===== config.mk =====
export PLATFORM = sky130hd
export DESIGN_NAME = heat_equation_ftcs_step
export DESIGN_NICKNAME = d
export VERILOG_FILES = /design/src/rtl/hefs_pkg.sv /design/src/rtl/hefs_update.sv /design/src/rtl/heat_equation_ftcs_step.sv
export SDC_FILE = /design/constraint.sdc
export NUM_CORES = 2
export LEC_CHECK = 0
export BUFFER_PORTS_ARGS = -buffer_cell sky130_fd_sc_hd__buf_2
export CORE_UTILIZATION = 47
export DETAILED_ROUTE_END_ITERATION = 12
export PLACE_DENSITY_LB_ADDON = 0.2
export REMOVE_ABC_BUFFERS = 1
export SLEW_MARGIN = 15
export SYNTH_ARGS = -nofsm -noshare
export SYNTH_HDL_FRONTEND = slang
export SYNTH_SLANG_ARGS = --single-unit

===== constraint.sdc =====
create_clock -name clock -period 10.3 [get_ports clock]
set_input_delay 1.03 -clock clock [delete_from_list [all_inputs] [get_ports clock]]
set_output_delay 1.03 -clock clock [all_outputs]
set_load 0.02 [all_outputs]

===== src/rtl/hefs_pkg.sv =====
// shared types and constants of the ftcs heat-equation stepper
// depends on nothing; used by hefs_update and heat_equation_ftcs_step
package hefs_pkg;

   localparam int MAX_POINTS_DEFAULT  = 64;
   localparam int VALUE_WIDTH_DEFAULT = 24;

   localparam int LAM_WIDTH         = 16;
   localparam int FRAC_BITS         = 16;
   localparam int COEF_WIDTH        = 18;
   localparam int NUM_POINTS_WIDTH  = 7;
   localparam int POINT_INDEX_WIDTH = 6;
   localparam int CSR_INDEX_WIDTH   = 2;
   localparam int CSR_DATA_WIDTH    = 16;
   localparam int MIN_POINTS        = 3;

   localparam logic [LAM_WIDTH-1:0]        LAM_RESET        = 16'd33200;
   localparam logic [NUM_POINTS_WIDTH-1:0] NUM_POINTS_RESET = 7'd11;

   localparam logic KIND_LOAD    = 1'b0;
   localparam logic KIND_ADVANCE = 1'b1;

   localparam logic [CSR_INDEX_WIDTH-1:0] CSR_LAM        = 2'd0;
   localparam logic [CSR_INDEX_WIDTH-1:0] CSR_NUM_POINTS = 2'd1;

   typedef enum logic [2:0] {
      ST_IDLE  = 3'b001,
      ST_SWEEP = 3'b010,
      ST_DRAIN = 3'b100
   } seq_state_type;

   // per-point control traveling down the update pipeline
   typedef struct packed {
      logic interior;
      logic last;
   } point_tag_type;

endpackage


===== src/rtl/hefs_update.sv =====
// point update stage: registered products, floor, add and saturate
// depends on hefs_pkg
module hefs_update #(
   parameter int VALUE_WIDTH = hefs_pkg::VALUE_WIDTH_DEFAULT,
   parameter int IDX_W       = 6
) (
   input  logic                              clock,
   input  logic                              reset,
   input  logic                              go,
   input  logic                              in_valid,
   input  hefs_pkg::point_tag_type           in_tag,
   input  logic [IDX_W-1:0]                  in_idx,
   input  logic signed [VALUE_WIDTH-1:0]     in_cur,
   input  logic signed [VALUE_WIDTH:0]       in_sum,
   input  logic [hefs_pkg::LAM_WIDTH-1:0]    lam,
   output logic                              out_valid,
   output hefs_pkg::point_tag_type           out_tag,
   output logic [IDX_W-1:0]                  out_idx,
   output logic signed [VALUE_WIDTH-1:0]     out_value
);
   import hefs_pkg::*;

   localparam int PROD_W = VALUE_WIDTH + COEF_WIDTH;
   localparam int SUM_W  = VALUE_WIDTH + 3;
   localparam logic signed [SUM_W-1:0] VAL_MAX =
      SUM_W'((64'sd1 <<< (VALUE_WIDTH - 1)) - 64'sd1);
   localparam logic signed [SUM_W-1:0] VAL_MIN = -VAL_MAX - SUM_W'(1);

   logic signed [COEF_WIDTH-1:0]  coef_ff, coef_in;
   logic signed [LAM_WIDTH:0]     lam_s;
   logic signed [PROD_W-1:0]      prod_c_in, prod_k_in, prod_c_ff, prod_k_ff;
   logic signed [PROD_W-1:0]      sh_c, sh_k;
   logic signed [SUM_W-1:0]       total;
   logic signed [VALUE_WIDTH-1:0] cur_ff, sat_value;
   logic                          valid_ff;
   point_tag_type                 tag_ff;
   logic [IDX_W-1:0]              idx_ff;

   // c = 1 - 2*lam in q1.16
   assign coef_in   = $signed(COEF_WIDTH'(1 << FRAC_BITS))
                    - $signed({1'b0, lam, 1'b0});
   assign lam_s     = $signed({1'b0, lam});
   assign prod_c_in = coef_ff * in_cur;
   assign prod_k_in = lam_s * in_sum;

   always_ff @(posedge clock) begin
      coef_ff <= coef_in;
      if (reset) begin
         valid_ff <= 1'b0;
      end else if (go) begin
         valid_ff <= in_valid;
      end
      if (go) begin
         prod_c_ff <= prod_c_in;
         prod_k_ff <= prod_k_in;
         cur_ff    <= in_cur;
         tag_ff    <= in_tag;
         idx_ff    <= in_idx;
      end
   end

   // arithmetic shift is floor division of each exact product
   assign sh_c  = prod_c_ff >>> FRAC_BITS;
   assign sh_k  = prod_k_ff >>> FRAC_BITS;
   assign total = SUM_W'(sh_c) + SUM_W'(sh_k);

   always_comb begin
      if (total > VAL_MAX) begin
         sat_value = VALUE_WIDTH'(VAL_MAX);
      end else if (total < VAL_MIN) begin
         sat_value = VALUE_WIDTH'(VAL_MIN);
      end else begin
         sat_value = VALUE_WIDTH'(total);
      end
   end

   assign out_valid = valid_ff;
   assign out_tag   = tag_ff;
   assign out_idx   = idx_ff;
   assign out_value = tag_ff.interior ? sat_value : cur_ff;

endmodule


===== src/rtl/heat_equation_ftcs_step.sv =====
// top level of the one-dimensional ftcs heat-equation stepper
// depends on hefs_pkg and hefs_update
//
// The grid lives in one synchronous memory of MAX_POINTS entries. A load request
// (kind 0) writes the next grid value at the load pointer; the pointer wraps after
// the last point in use. An advance request (kind 1) makes one sweep over the grid:
// one memory read per cycle while the result side does not stall, old neighbor
// values kept in a two-entry window, so every interior point is computed from old
// values only, and each point is emitted in index order as it leaves the pipeline,
// interior points also being written back. The end points are emitted unchanged;
// the final result has rsp_last set. An advance uses num_points + 1 read slots of
// the single memory read port plus the pipeline drain; stalls on the result side
// stall the whole sweep. New requests are taken only when no sweep is in flight,
// and the next load after an advance starts at point 0. num_points below 3 is used
// as 3, above MAX_POINTS as MAX_POINTS. Grid entries never loaded since reset read
// as unknown values.
module heat_equation_ftcs_step #(
   parameter int MAX_POINTS  = hefs_pkg::MAX_POINTS_DEFAULT,
   parameter int VALUE_WIDTH = hefs_pkg::VALUE_WIDTH_DEFAULT
) (
   input  logic                                      clock,
   input  logic                                      reset,
   // request channel
   input  logic                                      req_valid,
   output logic                                      req_ready,
   input  logic                                      req_kind,
   input  logic signed [VALUE_WIDTH-1:0]             req_value,
   // result channel
   output logic                                      rsp_valid,
   input  logic                                      rsp_ready,
   output logic [hefs_pkg::POINT_INDEX_WIDTH-1:0]    rsp_point_index,
   output logic signed [VALUE_WIDTH-1:0]             rsp_point_value,
   output logic                                      rsp_last,
   // register write channel
   input  logic                                      csr_valid,
   output logic                                      csr_ready,
   input  logic [hefs_pkg::CSR_INDEX_WIDTH-1:0]      csr_index,
   input  logic [hefs_pkg::CSR_DATA_WIDTH-1:0]       csr_wdata
);
   import hefs_pkg::*;

   localparam int IDX_W = $clog2(MAX_POINTS);
   localparam int CNT_W = $clog2(MAX_POINTS + 1);

   // configuration registers
   logic [LAM_WIDTH-1:0]        lam_ff;
   logic [NUM_POINTS_WIDTH-1:0] num_points_ff;
   logic [CNT_W-1:0]            n_eff;

   // sequencer
   seq_state_type    state_ff, state_in;
   logic [CNT_W-1:0] issue_ff, issue_in;
   logic             go;
   logic             issue_fire;
   logic             issue_last;
   logic             req_fire;

   // load pointer
   logic [IDX_W-1:0] lp_ff, lp_in, lp_start;
   logic [CNT_W-1:0] lp_next_cnt;

   // grid memory
   logic signed [VALUE_WIDTH-1:0] grid_mem [MAX_POINTS];
   logic [IDX_W-1:0]              rd_addr;
   logic signed [VALUE_WIDTH-1:0] rd_data_ff;
   logic                          wr_en;
   logic [IDX_W-1:0]              wr_addr;
   logic signed [VALUE_WIDTH-1:0] wr_data;

   // read slot stage and the old-value window
   logic                          s1_valid_ff;
   logic [CNT_W-1:0]              s1_slot_ff;
   logic signed [VALUE_WIDTH-1:0] left_old_ff, win_cur_ff;

   // operand stage
   logic                          a_valid_ff;
   point_tag_type                 a_tag_ff;
   logic [IDX_W-1:0]              a_idx_ff;
   logic signed [VALUE_WIDTH-1:0] a_cur_ff;
   logic signed [VALUE_WIDTH:0]   a_sum_ff;

   // update unit output
   logic                          b_valid;
   point_tag_type                 b_tag;
   logic [IDX_W-1:0]              b_idx;
   logic signed [VALUE_WIDTH-1:0] b_value;
   logic                          sweep_wr;

   // result register
   logic                          rsp_valid_ff;
   logic [POINT_INDEX_WIDTH-1:0]  rsp_index_ff;
   logic signed [VALUE_WIDTH-1:0] rsp_value_ff;
   logic                          rsp_last_ff;

   // ---------------------------------------------------------------- config
   assign csr_ready = 1'b1;

   always_ff @(posedge clock) begin
      if (reset) begin
         lam_ff        <= LAM_RESET;
         num_points_ff <= NUM_POINTS_RESET;
      end else if (csr_valid && csr_ready) begin
         case (csr_index)
            CSR_LAM:        lam_ff        <= csr_wdata[LAM_WIDTH-1:0];
            CSR_NUM_POINTS: num_points_ff <= csr_wdata[NUM_POINTS_WIDTH-1:0];
            default: ;
         endcase
      end
   end

   // clamp the point count into the usable range
   always_comb begin
      if (int'(num_points_ff) < MIN_POINTS) begin
         n_eff = CNT_W'(MIN_POINTS);
      end else if (int'(num_points_ff) > MAX_POINTS) begin
         n_eff = CNT_W'(MAX_POINTS);
      end else begin
         n_eff = CNT_W'(num_points_ff);
      end
   end

   // ---------------------------------------------------------------- control
   // every pipeline stage moves only when the result register can take a value
   assign go         = !rsp_valid_ff || rsp_ready;
   assign req_ready  = (state_ff == ST_IDLE);
   assign req_fire   = req_valid && req_ready;
   assign issue_fire = (state_ff == ST_SWEEP) && go;
   // the slot after the last point reads address 0 but uses no data from it, it only flushes the window
   assign issue_last = (issue_ff == n_eff);

   always_comb begin
      state_in = state_ff;
      issue_in = issue_ff;
      case (state_ff)
         ST_IDLE: begin
            if (req_fire && req_kind == KIND_ADVANCE) begin
               state_in = ST_SWEEP;
               issue_in = '0;
            end
         end
         ST_SWEEP: begin
            if (go) begin
               issue_in = issue_ff + CNT_W'(1);
               if (issue_last) begin
                  state_in = ST_DRAIN;
               end
            end
         end
         ST_DRAIN: begin
            // wait until the last point has left the update unit for the result register
            if (!s1_valid_ff && !a_valid_ff && !b_valid) begin
               state_in = ST_IDLE;
            end
         end
         default: begin
            state_in = ST_IDLE;
         end
      endcase
   end

   always_ff @(posedge clock) begin
      if (reset) begin
         state_ff <= ST_IDLE;
         issue_ff <= '0;
      end else begin
         state_ff <= state_in;
         issue_ff <= issue_in;
      end
   end

   // load pointer, wrapped at the point count in use
   assign lp_start    = (CNT_W'(lp_ff) >= n_eff) ? '0 : lp_ff;
   assign lp_next_cnt = CNT_W'(lp_start) + CNT_W'(1);

   always_comb begin
      lp_in = lp_ff;
      if (req_fire) begin
         if (req_kind == KIND_ADVANCE) begin
            lp_in = '0;
         end else if (lp_next_cnt >= n_eff) begin
            lp_in = '0;
         end else begin
            lp_in = IDX_W'(lp_next_cnt);
         end
      end
   end

   always_ff @(posedge clock) begin
      if (reset) begin
         lp_ff <= '0;
      end else begin
         lp_ff <= lp_in;
      end
   end

   // ---------------------------------------------------------------- memory
   assign rd_addr  = issue_last ? '0 : IDX_W'(issue_ff);
   assign sweep_wr = go && b_valid && b_tag.interior;

   // loads only happen while no sweep is in flight, so the port is never shared
   always_comb begin
      if (sweep_wr) begin
         wr_en   = 1'b1;
         wr_addr = b_idx;
         wr_data = b_value;
      end else begin
         wr_en   = req_fire && (req_kind == KIND_LOAD);
         wr_addr = lp_start;
         wr_data = req_value;
      end
   end

   always_ff @(posedge clock) begin
      if (wr_en) begin
         grid_mem[wr_addr] <= wr_data;
      end
      if (issue_fire) begin
         rd_data_ff <= grid_mem[rd_addr];
      end
   end

   // ---------------------------------------------------------------- sweep
   always_ff @(posedge clock) begin
      if (reset) begin
         s1_valid_ff <= 1'b0;
         a_valid_ff  <= 1'b0;
         left_old_ff <= '0;
      end else if (go) begin
         s1_valid_ff <= issue_fire;
         // slot j emits point j-1; slot 0 only primes the window
         a_valid_ff  <= s1_valid_ff && (s1_slot_ff != '0);
         if (s1_valid_ff) begin
            left_old_ff <= win_cur_ff;
         end
      end
   end

   always_ff @(posedge clock) begin
      if (go) begin
         s1_slot_ff <= issue_ff;
         if (s1_valid_ff) begin
            win_cur_ff <= rd_data_ff;
         end
         // neighbors: old u[j-2] in the window, u[j] straight from memory
         a_cur_ff          <= win_cur_ff;
         a_sum_ff          <= {left_old_ff[VALUE_WIDTH-1], left_old_ff}
                            + {rd_data_ff[VALUE_WIDTH-1], rd_data_ff};
         a_idx_ff          <= IDX_W'(s1_slot_ff - CNT_W'(1));
         a_tag_ff.interior <= (s1_slot_ff != CNT_W'(1)) && (s1_slot_ff != n_eff);
         a_tag_ff.last     <= (s1_slot_ff == n_eff);
      end
   end

   hefs_update #(
      .VALUE_WIDTH (VALUE_WIDTH),
      .IDX_W       (IDX_W)
   ) u_update (
      .clock     (clock),
      .reset     (reset),
      .go        (go),
      .in_valid  (a_valid_ff),
      .in_tag    (a_tag_ff),
      .in_idx    (a_idx_ff),
      .in_cur    (a_cur_ff),
      .in_sum    (a_sum_ff),
      .lam       (lam_ff),
      .out_valid (b_valid),
      .out_tag   (b_tag),
      .out_idx   (b_idx),
      .out_value (b_value)
   );

   // ---------------------------------------------------------------- results
   always_ff @(posedge clock) begin
      if (reset) begin
         rsp_valid_ff <= 1'b0;
      end else if (go) begin
         rsp_valid_ff <= b_valid;
      end
      if (go && b_valid) begin
         rsp_index_ff <= POINT_INDEX_WIDTH'(b_idx);
         rsp_value_ff <= b_value;
         rsp_last_ff  <= b_tag.last;
      end
   end

   assign rsp_valid       = rsp_valid_ff;
   assign rsp_point_index = rsp_index_ff;
   assign rsp_point_value = rsp_value_ff;
   assign rsp_last        = rsp_last_ff;

   // ---------------------------------------------------------------- checks
   // an advance request always starts a sweep
   a_advance_starts_sweep: assert property (@(posedge clock) disable iff (reset)
      req_valid && req_ready && req_kind == KIND_ADVANCE |=> state_ff == ST_SWEEP)
      else $error("advance request did not start a sweep");

   // the flagged result is the final point in use
   a_last_is_final_point: assert property (@(posedge clock) disable iff (reset)
      rsp_valid && rsp_last
         |-> rsp_point_index == POINT_INDEX_WIDTH'(n_eff - CNT_W'(1)))
      else $error("last flag on a point that is not the final one");

   // sweep write-back never overlaps the load port or an idle sequencer
   a_no_write_when_idle: assert property (@(posedge clock) disable iff (reset)
      sweep_wr |-> state_ff != ST_IDLE && !req_ready)
      else $error("sweep write-back while the block takes requests");

endmodule

==> qor.yml <==
critical_path:
  cp.depth: 23
  r2r.worst_path.cells: 23
  r2r_end: "u_update.prod_c_ff[41]"
  crit_type: "reg2reg"
  path_cells: "nand2_1 > fa_1 > inv_1 > fa_1 > inv_1 > fa_1 > inv_1 > fa_1 > fa_1 > inv_1 > fa_1 > inv_1 > ha_1 > a21o_1 > a2111o_1 > a211o_1 > nand4_1 > nand2_1 > a21oi_2 > o21ai_1 > a211oi_1 > o21bai_1 > xnor2_1"
  path_common_cell: "fa_1"
  critPathTopFamily: "adder cells"
  start_kind: "flip-flop"
  endpoint_kind: "flip-flop"
  cp_max_fo: 24
  ff2ff_setup_slack_ps: 2690
  reg2reg_from: "u_update.coef_ff[9]"
  critPathArrivalTime_ps: 8120
  cp_slowest_cell: "dfxtp_1"
  cp.required_ps: 10810
  critPathMaxStageDelay_ps: 1140
  cp.buffers_inverters: 5
timing:
  period_needed_ps: 7610
  fin_crit_sh_pct: 73.8
  maxSlewHeadroom_pct: 13.3
  rsz0062_at_grt: "no"
  tightest_slew_ps: 1300
  fin_tns_setup_ps: 0
  hold_viol_final: 0
  whs_ps: 418
  fin_skew_ps: 65.0
  clock.fmax_mhz: 131
  maxSlewViolCount: 0
  finalSetupViolations: 0
run_status:
  outcome: "complete, no violations"
die:
  die-area_um2: 218000
  die_y_um: 467
  io_pins: 82
  core-area_um2: 214000
  start_util_pct: 47.3
  rows: 170
  die_w_um: 467
routing:
  dr.pass1.iters: 5
  dr_total_vias: 61800
  drtIter0Drc: 5824
  ant_nets: 0
  drc: 0
  wl_per_cell_um: 25.6
  vias_per_cell: 5.74
  routed_wl_um: 276000
clock_tree:
  clk_latency_ps: 830
  cts_sinks: 1847
  postCtsSetupBuffers: 0
  cts_root_buf: "clkbuf_16"
  clockBufferDepth: 3
  clk_pin_slew_ps: 60
  cts_made_buffers: 187
  cts.repair.resized: 0
  ctsHoldBuffers: 0
  cts_tree: "done"
  htreeDepth: 4
grt:
  grt_pass1_wl_um: 413000
  grt_antenna_before_repair: 17
  grt_pass1_vias: 63300
  grt_max_degree: 129
  overflow: 0
  track_usage_pct: 25.7
power_and_ir_drop:
  power.switching_mw: 9.04
  peakVddDrop_mv: 0.298
  comb_power_share_pct: 38.0
  seqPwrFrac_pct: 35.3
  internal-power_mw: 16.2
  netSwitchingFraction_pct: 35.8
  cellPowerDensity_nw_per_um2: 226
  p_total_mw: 25.2
  pwr-share-clk_pct: 26.6
  leakage_nw: 41.2
logic_synthesis:
  synth_cell_type_count: 94
  postSynthCellCount: 7771
  synthArstFlopShare_pct: 0
  synth.ff_latch_count: 1847
  synth_warnings: 0
  ys_seq_area_share_pct: 53.9
  synth-edff-count: 1763
  syn_area_per_cell_um2: 13.0
  synth_flop_cell: "edfxtp_1"
  netlist_area_um2: 101000
place:
  hpwl_um: 177000
  port_buffers: 80
  place_congestion: 0.882
final_layout:
  final.fill_count: 18100
  drive_above_1_share_pct: 9.09
  final_cell_mix: "edfxtp_1 (1763), inv_1 (1019), fa_1 (790)"
  multiInputGateArea_um2: 42000
  final_nets: 8910
  regArea_um2: 54600
  mostFrequentLayoutCell: "edfxtp_1"
  area_delta_synth_final_pct: 10.1
  fin_util_pct: 52.1
worst_hold_path:
  hold_depth: 0
  hold_end: "u_update.out_idx[0]"
  hold_path.startpoint: "a_idx_ff[0]"
  hp-class: "reg2reg"
flow_run:
  drv_cap: 0
-- worst max-delay path by stage --
stage                                    start                      to  slack [ps]
after detailed placement  u_update.coef_ff[17]  u_update.prod_c_ff[41]        2830
after CTS                 u_update.coef_ff[17]  u_update.prod_c_ff[41]        2770
after global routing       u_update.coef_ff[9]  u_update.prod_c_ff[41]        2360
after global placement               lam_ff[4]  u_update.prod_k_ff[41]        2930
final                      u_update.coef_ff[9]  u_update.prod_c_ff[41]        2690
after floorplan                    issue_ff[2]           rd_data_ff[0]      -14690
-- registers in the layout, indices dropped and copies added, names as in the netlist, 2 cells and up --
signal and cells:
u_update.coef_ff 17, u_update.out_tag 2, u_update.prod_k_ff 26, a_tag_ff 2, lp_ff 6, a_idx_ff 6
lam_ff 16, a_sum_ff 25, state_ff 3, num_points_ff 7, grid_mem 1536, u_update.prod_c_ff 26
rsp_point_value 24, u_update.cur_ff 24, s1_slot_ff 7, issue_ff 7, rsp_point_index 6, win_cur_ff 24
a_cur_ff 24, u_update.out_idx 6, left_old_ff 24, rd_data_ff 24
-- power by group through the flow --
stage,Clock (mW),Sequential (mW),Combinational [mW]
after floorplan,0,9.03,6.48
after global placement,0,9.08,9.28
after detailed placement,0,9.07,9.50
after CTS,6.81,8.92,9.56
after global routing,7.09,8.92,10.6
final,6.71,8.91,9.59
-- cells by family (layout without fill, tap and decap cells) --
kind of cell | count (synthesis) | in the layout | synth area share (%)
AOI/OAI and AO/OA | 1175 | 1175 | 7.94
xor gates and xnor gates | 136 | 136 | 1.17
adders and majority gates | 1082 | 1082 | 19.2
buffers and inverters | 1434 | 1592 | 5.42
DFF | 1847 | 1847 | 53.9
muxes | 389 | 389 | 4.74
other | 1 | 9 | 0.00370
and+or+nand+nor | 1707 | 1707 | 7.66
-- Yosys cell counts, types with 56 or more instances --
cell      number  area [um2]
edfxtp_1    1763       52900
inv_1       1020        3830
fa_1         790       15800
nand2_1      788        2960
nor2_1       374        1400
and2_1       331        2070
a21oi_1      320        1600
mux2i_1      315        3150
clkbuf_1     307        1150
ha_1         292        3650
o211ai_1     220        1650
o221ai_1     147        1290
o21ai_0      138         691
xnor2_1       91         797
dfxtp_1       84        1680
mux4_2        73        1640
buf_2         56         280
-- area by class of cell --
class / count / area share (%)
sequential: 1847 / 48.9
multi-input combinational: 4490 / 37.6
clock buffer: 235 / 4.41
inverter: 1025 / 3.45
tap: 2838 / 3.18
timing repair buffer: 229 / 1.46
clock inverter: 103 / 0.981
antenna: 8 / 0.0179
-- routing by layer --
| metal | share of wire [%] | GRT usage, % | routed length, um |
|---|---|---|---|
| met5 | 0.014 | 0 | 39 |
| met4 | 3.5 | 8.83 | 9780 |
| met1 | 41 | 34.7 | 114000 |
| met2 | 48 | 42.1 | 133000 |
| met3 | 7.1 | 4.24 | 19500 |
-- per-stage QoR --
step | instance area, um2 | worst slack [ps] | instances
after floorplan | 99800 | -14690 | 7362
after global placement | 106000 | 2930 | 10400
after detailed placement | 106000 | 2830 | 10400
after CTS | 112000 | 2770 | 10800
after global routing | 112000 | 2360 | 10800
final | 112000 | 2690 | 10800
Power figures use the tool's default switching activity.
